## config.mk

```make
export PLATFORM = sky130hd
export DESIGN_NAME = sha256_byte_stream_hasher
export DESIGN_NICKNAME = d
export VERILOG_FILES = /design/src/rtl/sha256_pkg.sv /design/src/rtl/sha256_byte_stream_hasher.sv /design/src/rtl/sha256_sched.sv /design/src/rtl/sha256_core.sv
export SDC_FILE = /design/constraint.sdc
export NUM_CORES = 2
export LEC_CHECK = 0
export BUFFER_PORTS_ARGS = -buffer_cell sky130_fd_sc_hd__buf_2
export CORE_ASPECT_RATIO = 2
export CORE_UTILIZATION = 55
export CTS_CLUSTER_SIZE = 10
export DETAILED_ROUTE_END_ITERATION = 8
export PLACE_DENSITY = 0.71
export SKIP_LAST_GASP = 1
export SYNTH_ARGS = -nofsm -noshare
export SYNTH_HDL_FRONTEND = slang
export SYNTH_SLANG_ARGS = --single-unit
```

## constraint.sdc

```tcl
create_clock -name i_clk -period 63 [get_ports i_clk]
set_clock_uncertainty 0.15 [all_clocks]
set_input_delay 3.15 -clock i_clk [delete_from_list [all_inputs] [get_ports i_clk]]
set_output_delay 3.15 -clock i_clk [all_outputs]
set_load 0.02 [all_outputs]
```

## src/rtl/sha256_pkg.sv

```systemverilog
// Shared types, constants and functions of the SHA-256 byte stream hasher.
// No dependencies; used by the hasher, schedule and core via scoped names.
`timescale 1ns / 1ps

package sha256_pkg;

    localparam logic [5:0] LAST_ROUND = 6'd63;
    localparam logic [5:0] LAST_BYTE  = 6'd63;
    localparam logic [2:0] LAST_WORD  = 3'd7;
    localparam logic [7:0] PAD_MARK   = 8'h80;
    localparam logic [63:0] BYTE_BITS = 64'd8;

    localparam logic [31:0] K_TAB [64] = '{
        32'h428a2f98, 32'h71374491, 32'hb5c0fbcf, 32'he9b5dba5,
        32'h3956c25b, 32'h59f111f1, 32'h923f82a4, 32'hab1c5ed5,
        32'hd807aa98, 32'h12835b01, 32'h243185be, 32'h550c7dc3,
        32'h72be5d74, 32'h80deb1fe, 32'h9bdc06a7, 32'hc19bf174,
        32'he49b69c1, 32'hefbe4786, 32'h0fc19dc6, 32'h240ca1cc,
        32'h2de92c6f, 32'h4a7484aa, 32'h5cb0a9dc, 32'h76f988da,
        32'h983e5152, 32'ha831c66d, 32'hb00327c8, 32'hbf597fc7,
        32'hc6e00bf3, 32'hd5a79147, 32'h06ca6351, 32'h14292967,
        32'h27b70a85, 32'h2e1b2138, 32'h4d2c6dfc, 32'h53380d13,
        32'h650a7354, 32'h766a0abb, 32'h81c2c92e, 32'h92722c85,
        32'ha2bfe8a1, 32'ha81a664b, 32'hc24b8b70, 32'hc76c51a3,
        32'hd192e819, 32'hd6990624, 32'hf40e3585, 32'h106aa070,
        32'h19a4c116, 32'h1e376c08, 32'h2748774c, 32'h34b0bcb5,
        32'h391c0cb3, 32'h4ed8aa4a, 32'h5b9cca4f, 32'h682e6ff3,
        32'h748f82ee, 32'h78a5636f, 32'h84c87814, 32'h8cc70208,
        32'h90befffa, 32'ha4506ceb, 32'hbef9a3f7, 32'hc67178f2
    };

    localparam logic [31:0] IV_TAB [8] = '{
        32'h6a09e667, 32'hbb67ae85, 32'h3c6ef372, 32'ha54ff53a,
        32'h510e527f, 32'h9b05688c, 32'h1f83d9ab, 32'h5be0cd19
    };

    typedef struct packed {
        logic       push;
        logic       word_done;
        logic       shift;
        logic [7:0] data;
    } t_sched_ctl;

    typedef struct packed {
        logic       init;
        logic       load;
        logic       round;
        logic       finish;
        logic [5:0] rnd;
    } t_core_ctl;

    function automatic logic [31:0] big_sigma0(input logic [31:0] x);
        return {x[1:0], x[31:2]} ^ {x[12:0], x[31:13]} ^ {x[21:0], x[31:22]};
    endfunction

    function automatic logic [31:0] big_sigma1(input logic [31:0] x);
        return {x[5:0], x[31:6]} ^ {x[10:0], x[31:11]} ^ {x[24:0], x[31:25]};
    endfunction

    function automatic logic [31:0] small_sigma0(input logic [31:0] x);
        return {x[6:0], x[31:7]} ^ {x[17:0], x[31:18]} ^ {3'b000, x[31:3]};
    endfunction

    function automatic logic [31:0] small_sigma1(input logic [31:0] x);
        return {x[16:0], x[31:17]} ^ {x[18:0], x[31:19]} ^ {10'd0, x[31:10]};
    endfunction

endpackage

```

## src/rtl/sha256_byte_stream_hasher.sv

```systemverilog
// SHA-256 byte stream hasher: top level with the sequencer and the stream ports.
// Depends on sha256_pkg, sha256_sched and sha256_core.
`timescale 1ns / 1ps

// Bytes are taken one per cycle while the input is ready. The 64th byte of a
// block starts a compression (a load step, 64 rounds on the single round unit
// and a step to fold the result into the chaining words), during which the
// input is not ready. A transfer with tlast set then pads the message one byte
// per cycle up to the end of the block, runs one or two further compressions
// and offers the eight digest words, one per cycle while the output is ready,
// most significant first; the input stays not ready until the eighth word is
// taken. A transfer with tuser low carries no byte; with tlast also low it does
// nothing. After the digest the hash state returns to its initial values.

module sha256_byte_stream_hasher (
    input  logic        i_clk,
    input  logic        i_rst_n,
    input  logic        s_axis_tvalid,
    output logic        s_axis_tready,
    input  logic [7:0]  s_axis_tdata,  // [7:0] msg_byte
    input  logic        s_axis_tuser,  // byte_present
    input  logic        s_axis_tlast,  // msg_end
    output logic        m_axis_tvalid,
    input  logic        m_axis_tready,
    output logic [39:0] m_axis_tdata,  // [31:0] digest_word, [34:32] word_index, zeros above
    output logic        m_axis_tlast   // digest_last
);

    localparam logic [2:0] ST_IDLE  = 3'd0;
    localparam logic [2:0] ST_LOAD  = 3'd1;
    localparam logic [2:0] ST_ROUND = 3'd2;
    localparam logic [2:0] ST_FIN   = 3'd3;
    localparam logic [2:0] ST_PAD   = 3'd4;
    localparam logic [2:0] ST_OUT   = 3'd5;

    logic [2:0]  r_state, n_state;
    logic [5:0]  r_fill, n_fill;
    logic [63:0] r_bit_len, n_bit_len;
    logic [5:0]  r_rnd, n_rnd;
    logic [2:0]  r_idx, n_idx;
    logic        r_end_pend, n_end_pend;
    logic        r_in_pad, n_in_pad;
    logic        r_pad_first, n_pad_first;
    logic        r_len_ok, n_len_ok;
    logic        r_final, n_final;

    sha256_pkg::t_sched_ctl sched_ctl;
    sha256_pkg::t_core_ctl  core_ctl;
    logic [31:0] w_word;
    logic [31:0] chain_word;
    logic        in_xfer;
    logic        out_xfer;
    logic [7:0]  len_byte;
    logic [7:0]  pad_byte;

    assign s_axis_tready = (r_state == ST_IDLE);
    assign m_axis_tvalid = (r_state == ST_OUT);
    assign in_xfer  = s_axis_tvalid && s_axis_tready;
    assign out_xfer = m_axis_tvalid && m_axis_tready;
    assign m_axis_tdata = {5'd0, r_idx, chain_word};
    assign m_axis_tlast = (r_idx == sha256_pkg::LAST_WORD);

    assign len_byte = r_bit_len[{~r_fill[2:0], 3'b000} +: 8];
    assign pad_byte = r_pad_first ? sha256_pkg::PAD_MARK :
                      ((r_len_ok && (r_fill[5:3] == 3'b111)) ? len_byte : 8'h00);

    sha256_sched u_sched (
        .i_clk (i_clk),
        .i_ctl (sched_ctl),
        .o_w   (w_word)
    );

    sha256_core u_core (
        .i_clk   (i_clk),
        .i_rst_n (i_rst_n),
        .i_ctl   (core_ctl),
        .i_w     (w_word),
        .i_idx   (r_idx),
        .o_word  (chain_word)
    );

    always_comb begin
        n_state     = r_state;
        n_fill      = r_fill;
        n_bit_len   = r_bit_len;
        n_rnd       = r_rnd;
        n_idx       = r_idx;
        n_end_pend  = r_end_pend;
        n_in_pad    = r_in_pad;
        n_pad_first = r_pad_first;
        n_len_ok    = r_len_ok;
        n_final     = r_final;
        sched_ctl   = '0;
        core_ctl    = '0;
        core_ctl.rnd = r_rnd;
        case (r_state)
            ST_IDLE: begin
                if (in_xfer) begin
                    if (s_axis_tuser) begin
                        sched_ctl.push      = 1'b1;
                        sched_ctl.data      = s_axis_tdata;
                        sched_ctl.word_done = (r_fill[1:0] == 2'b11);
                        n_bit_len = r_bit_len + sha256_pkg::BYTE_BITS;
                        n_fill    = r_fill + 6'd1;
                    end
                    if (s_axis_tuser && (r_fill == sha256_pkg::LAST_BYTE)) begin
                        n_end_pend = s_axis_tlast;
                        n_state    = ST_LOAD;
                    end else if (s_axis_tlast) begin
                        n_state     = ST_PAD;
                        n_in_pad    = 1'b1;
                        n_pad_first = 1'b1;
                        n_len_ok    = 1'b0;
                    end
                end
            end
            ST_LOAD: begin
                core_ctl.load = 1'b1;
                n_rnd   = '0;
                n_state = ST_ROUND;
            end
            ST_ROUND: begin
                core_ctl.round  = 1'b1;
                sched_ctl.shift = 1'b1;
                n_rnd = r_rnd + 6'd1;
                if (r_rnd == sha256_pkg::LAST_ROUND) begin
                    n_state = ST_FIN;
                end
            end
            ST_FIN: begin
                core_ctl.finish = 1'b1;
                if (r_in_pad) begin
                    if (r_final) begin
                        n_idx   = '0;
                        n_state = ST_OUT;
                    end else begin
                        n_len_ok = 1'b1;
                        n_state  = ST_PAD;
                    end
                end else if (r_end_pend) begin
                    n_end_pend  = 1'b0;
                    n_in_pad    = 1'b1;
                    n_pad_first = 1'b1;
                    n_len_ok    = 1'b0;
                    n_state     = ST_PAD;
                end else begin
                    n_state = ST_IDLE;
                end
            end
            ST_PAD: begin
                sched_ctl.push      = 1'b1;
                sched_ctl.data      = pad_byte;
                sched_ctl.word_done = (r_fill[1:0] == 2'b11);
                n_fill      = r_fill + 6'd1;
                n_pad_first = 1'b0;
                if (r_pad_first && (r_fill[5:3] != 3'b111)) begin
                    n_len_ok = 1'b1;
                end
                if (r_fill == sha256_pkg::LAST_BYTE) begin
                    n_final = r_len_ok;
                    n_state = ST_LOAD;
                end
            end
            ST_OUT: begin
                if (out_xfer) begin
                    n_idx = r_idx + 3'd1;
                    if (r_idx == sha256_pkg::LAST_WORD) begin
                        core_ctl.init = 1'b1;
                        n_fill    = '0;
                        n_bit_len = '0;
                        n_in_pad  = 1'b0;
                        n_final   = 1'b0;
                        n_len_ok  = 1'b0;
                        n_state   = ST_IDLE;
                    end
                end
            end
            default: begin
                n_state = ST_IDLE;
            end
        endcase
    end

    always_ff @(posedge i_clk) begin
        if (!i_rst_n) begin
            r_state     <= ST_IDLE;
            r_fill      <= '0;
            r_bit_len   <= '0;
            r_rnd       <= '0;
            r_idx       <= '0;
            r_end_pend  <= 1'b0;
            r_in_pad    <= 1'b0;
            r_pad_first <= 1'b0;
            r_len_ok    <= 1'b0;
            r_final     <= 1'b0;
        end else begin
            r_state     <= n_state;
            r_fill      <= n_fill;
            r_bit_len   <= n_bit_len;
            r_rnd       <= n_rnd;
            r_idx       <= n_idx;
            r_end_pend  <= n_end_pend;
            r_in_pad    <= n_in_pad;
            r_pad_first <= n_pad_first;
            r_len_ok    <= n_len_ok;
            r_final     <= n_final;
        end
    end

endmodule

```

## src/rtl/sha256_sched.sv

```systemverilog
// Message schedule: packs bytes into big-endian words and holds a sliding
// window of sixteen words that expands the schedule one word per round. Uses sha256_pkg.
`timescale 1ns / 1ps

module sha256_sched (
    input  logic                   i_clk,
    input  sha256_pkg::t_sched_ctl i_ctl,
    output logic [31:0]            o_w
);

    logic [23:0] r_acc;
    logic [31:0] r_win [16];
    logic [31:0] n_w;
    logic [31:0] n_in;

    assign n_w = sha256_pkg::small_sigma1(r_win[14]) + r_win[9]
               + sha256_pkg::small_sigma0(r_win[1]) + r_win[0];
    assign n_in = i_ctl.push ? {r_acc, i_ctl.data} : n_w;
    assign o_w = r_win[0];

    always_ff @(posedge i_clk) begin
        if (i_ctl.push) begin
            r_acc <= {r_acc[15:0], i_ctl.data};
        end
        if ((i_ctl.push && i_ctl.word_done) || i_ctl.shift) begin
            for (int i = 0; i < 15; i++) begin
                r_win[i] <= r_win[i + 1];
            end
            r_win[15] <= n_in;
        end
    end

endmodule

```

## src/rtl/sha256_core.sv

```systemverilog
// Compression core: eight chaining words, eight working variables and the
// shared round unit, one round per cycle while round is set. Uses sha256_pkg.
`timescale 1ns / 1ps

module sha256_core (
    input  logic                  i_clk,
    input  logic                  i_rst_n,
    input  sha256_pkg::t_core_ctl i_ctl,
    input  logic [31:0]           i_w,
    input  logic [2:0]            i_idx,
    output logic [31:0]           o_word
);

    logic [31:0] r_chain [8];
    logic [31:0] r_v [8];
    logic [31:0] n_t1;
    logic [31:0] n_t2;
    logic [31:0] n_ch;
    logic [31:0] n_maj;

    assign n_ch  = (r_v[4] & r_v[5]) ^ (~r_v[4] & r_v[6]);
    assign n_maj = (r_v[0] & r_v[1]) ^ (r_v[0] & r_v[2]) ^ (r_v[1] & r_v[2]);
    assign n_t1  = r_v[7] + sha256_pkg::big_sigma1(r_v[4]) + n_ch
                 + sha256_pkg::K_TAB[i_ctl.rnd] + i_w;
    assign n_t2  = sha256_pkg::big_sigma0(r_v[0]) + n_maj;
    assign o_word = r_chain[i_idx];

    always_ff @(posedge i_clk) begin
        if (!i_rst_n || i_ctl.init) begin
            for (int i = 0; i < 8; i++) begin
                r_chain[i] <= sha256_pkg::IV_TAB[i];
            end
        end else if (i_ctl.finish) begin
            for (int i = 0; i < 8; i++) begin
                r_chain[i] <= r_chain[i] + r_v[i];
            end
        end
    end

    always_ff @(posedge i_clk) begin
        if (i_ctl.load) begin
            for (int i = 0; i < 8; i++) begin
                r_v[i] <= r_chain[i];
            end
        end else if (i_ctl.round) begin
            r_v[7] <= r_v[6];
            r_v[6] <= r_v[5];
            r_v[5] <= r_v[4];
            r_v[4] <= r_v[3] + n_t1;
            r_v[3] <= r_v[2];
            r_v[2] <= r_v[1];
            r_v[1] <= r_v[0];
            r_v[0] <= n_t1 + n_t2;
        end
    end

endmodule

```

==> impl_metrics.toml <==
[critical_path]
worstSetupStartpointType = "flop"
cp_max_fo = 32
worst-path-buf-inv = 4
r2r-end = "u_core.r_v[0][29]"
rrSetupSlack_ns = 52.05
worstPathArrival_ns = 11.32
r2r-start = "r_rnd[0]"
end_kind = "flop"
reg2regPathDepth = 35
cp.required_ns = 63.36
critPathKind = "flop to flop"
cp_slowest_stage_delay_ns = 0.75
crit_path_frequent_cell = "fa_1"
critPathSlowestCell = "ha_1"
crit_family = "adder cells"

[placed_design]
post-place-ws_ns = 52.16
place_hpwl_mm = 166
gp_congestion = 1.03
dpl_cell_area_mm2 = 0.0717
io_buffers = 51

[drt]
drt-initial-drc-count = 4327
vias = 50712
routed_via_density = 6.27
ant_nets = 0
drt_pre_antenna_iters = 6
drc = 0
routedWlPerCell_um = 27.7
drt-total-wl_mm = 224

[grt]
grt_pass1_vias = 52082
grt_usage_pct = 35.5
grt_first_pass_wirelength_mm = 330
grt_overflow = 0
grt_max_degree = 190
antenna_found_initial = 1

[yosys]
synth-seq-cells = 1135
synth_edf_count = 1048
synthTopCellsByArea = "edfxtp_1, ha_1, fa_1"
syn_inst = 6400
async_flop_share_pct = 0
avgSynthCellArea_um2 = 10.9
synthFlopType = "edfxtp_1"
yosysSeqAreaShare_pct = 47.6
synth.distinct_cells = 98
yosys.area.top_type_share_pct = 45.1
syn_area_mm2 = 0.0697
yosysTopAreaCell = "edfxtp_1"
yosysWarnings = 0

[clock_tree]
cts_tree = "yes"
clk_pin_slew_ns = 0.06
cts_htree_levels = 4
cts-root-buf = "clkbuf_16"
clock_latency_ns = 0.82
cts.sinks = 1135
post_cts_buffers = 0
cts_buffers = 132
cts_hold_buffers = 0
post_cts_resized = 0
clockBufferDepth = 3

[timing]
slew-limit-headroom_pct = 7.28
tightest_slew_ns = 1.37
max_freq_mhz = 91.3
fin_crit_ns = 10.95
rsz0062_at_grt = "no"
period_share_pct = 17.4
fin_ws_ns = 52.05
whs_ns = 0.237
setup_tns_ns = 0
final-setup-viol-count = 0
final_max_slew_viol_count = 0
hold_viol_final = 0

[min_path]
whs_path_depth = 0
whs_endpoint = "u_sched.r_win[0][136]"
hp-class = "flop to flop"
hold_start = "u_sched.r_win[0][168]"

[power_and_ir_drop]
power_density_mw_per_mm2 = 53.6
p_leak_nw = 27.7
power_w = 0.00404
peakVddDrop_uv = 50.9

[floorplanning]
start_util_pct = 55.5
top_level_ports = 57
core_mm2 = 0.126
die_x_um = 254
rows = 184
die_h_um = 506
fp.dieArea_mm2 = 0.128

[finish]
fin_area_mm2 = 0.0755
final_common_cell = "edfxtp_1"
drive_gt1_share_pct = 7.44
final_nets = 6982
synthToLayoutAreaGrowth_pct = 8.29
layout_common_cells = "edfxtp_1, nand2_1, ha_1"

[status]
outcome = "finished clean"

[run]
drv_cap = 0
-- state kept, by name, summed over array words and instances, names as in the netlist, named ones only --
name	flops
r_len_ok	1
r_in_pad	1
r_fill	6
r_state	3
r_end_pend	1
u_core.r_chain	256
r_rnd	6
r_idx	3
r_bit_len	61
u_core.r_v	256
u_sched.r_acc	24
u_sched.r_win	512
r_final	1
r_pad_first	1
-- worst reg2reg max path, delay by kind of cell (launching register included) --
kind            cells  cell delay [ns]
flops               1             0.30
mux                 1             0.51
compound gates     15             3.72
simple gates        5             1.08
xor+xnor            2             0.33
buf+inv             4             0.89
fa+ha+maj           8             3.72
-- synthesized netlist by cell type (all sizes together), types with 25 or more instances --
cell	instances
fa	195
a211oi	47
mux2	59
ha	398
nand2	1038
mux4	79
clkbuf	226
mux2i	25
nor2b	51
xnor2	396
dfxtp	87
nand4	38
o211ai	32
a21o	181
nor2	390
or3	37
o31ai	27
inv	246
nor3	114
o21a	64
nand2b	77
a31oi	42
buf	57
nand3	95
and3	47
maj3	26
xor2	195
edfxtp	1048
a21oi	355
o21ai	384
o21bai	36
-- kinds of logic after synthesis --
| logic type | Yosys count | synth area share [%] |
|---|---|---|
| buffers and inverters | 530 | 2.89 |
| xor gates and xnor gates | 591 | 7.42 |
| DFF | 1135 | 47.6 |
| AOI/OAI and AO/OA | 1374 | 12.6 |
| other | 1 | 0.00538 |
| muxes | 163 | 3.86 |
| adders and majority gates | 619 | 13.1 |
| and+or+nand+nor | 1987 | 12.5 |
-- worst max-delay path by stage --
| stage | start | end | slack [ns] | cells after the start |
|---|---|---|---|---|
| 3_3_place_gp | r_rnd[0] | u_core.r_v[0][29] | 52.21 | 35 |
| 2_1_floorplan | r_state[2] | u_core.r_chain[0][0] | 43.04 | 3 |
| 4_1_cts | r_rnd[0] | u_core.r_v[0][29] | 52.16 | 35 |
| 5_1_grt | r_rnd[0] | u_core.r_v[0][29] | 51.69 | 36 |
| 6_report | r_rnd[0] | u_core.r_v[0][29] | 52.05 | 35 |
| 3_5_place_dp | r_rnd[0] | u_core.r_v[0][29] | 52.16 | 35 |
-- final cells by class --
type | instances | area, um2
Fill cell | 10341 | 50200
Multi-Input combinational cell | 4739 | 34600
Sequential cell | 1135 | 33200
Clock buffer | 151 | 3380
Tap cell | 1674 | 2090
Inverter | 247 | 935
Timing Repair Buffer | 120 | 848
Clock inverter | 17 | 420
Antenna cell | 2 | 5.00
-- where the power goes --
group          switching, W  internal [W]  total, W
Clock              0.000324      0.000385  0.000709
Combinational       0.00143      0.000941   0.00237
Sequential        0.0000557      0.000911  0.000967
-- routing by layer --
layer | GRT usage [%] | share of wire [%]
met2 | 62.7 | 52
met1 | 35.9 | 33
met4 | 31.7 | 10
met3 | 5.13 | 4.9
met5 | 0 | 0
-- per-stage QoR --
step / cells / util, %
2_1_floorplan: 6404 / -
3_3_place_gp: 7913 / 57.0
3_5_place_dp: 7913 / 57.0
4_1_cts: 8081 / 60.0
5_1_grt: 8084 / 60.1
6_report: 8085 / 60.1
Power figures use the tool's default switching activity.
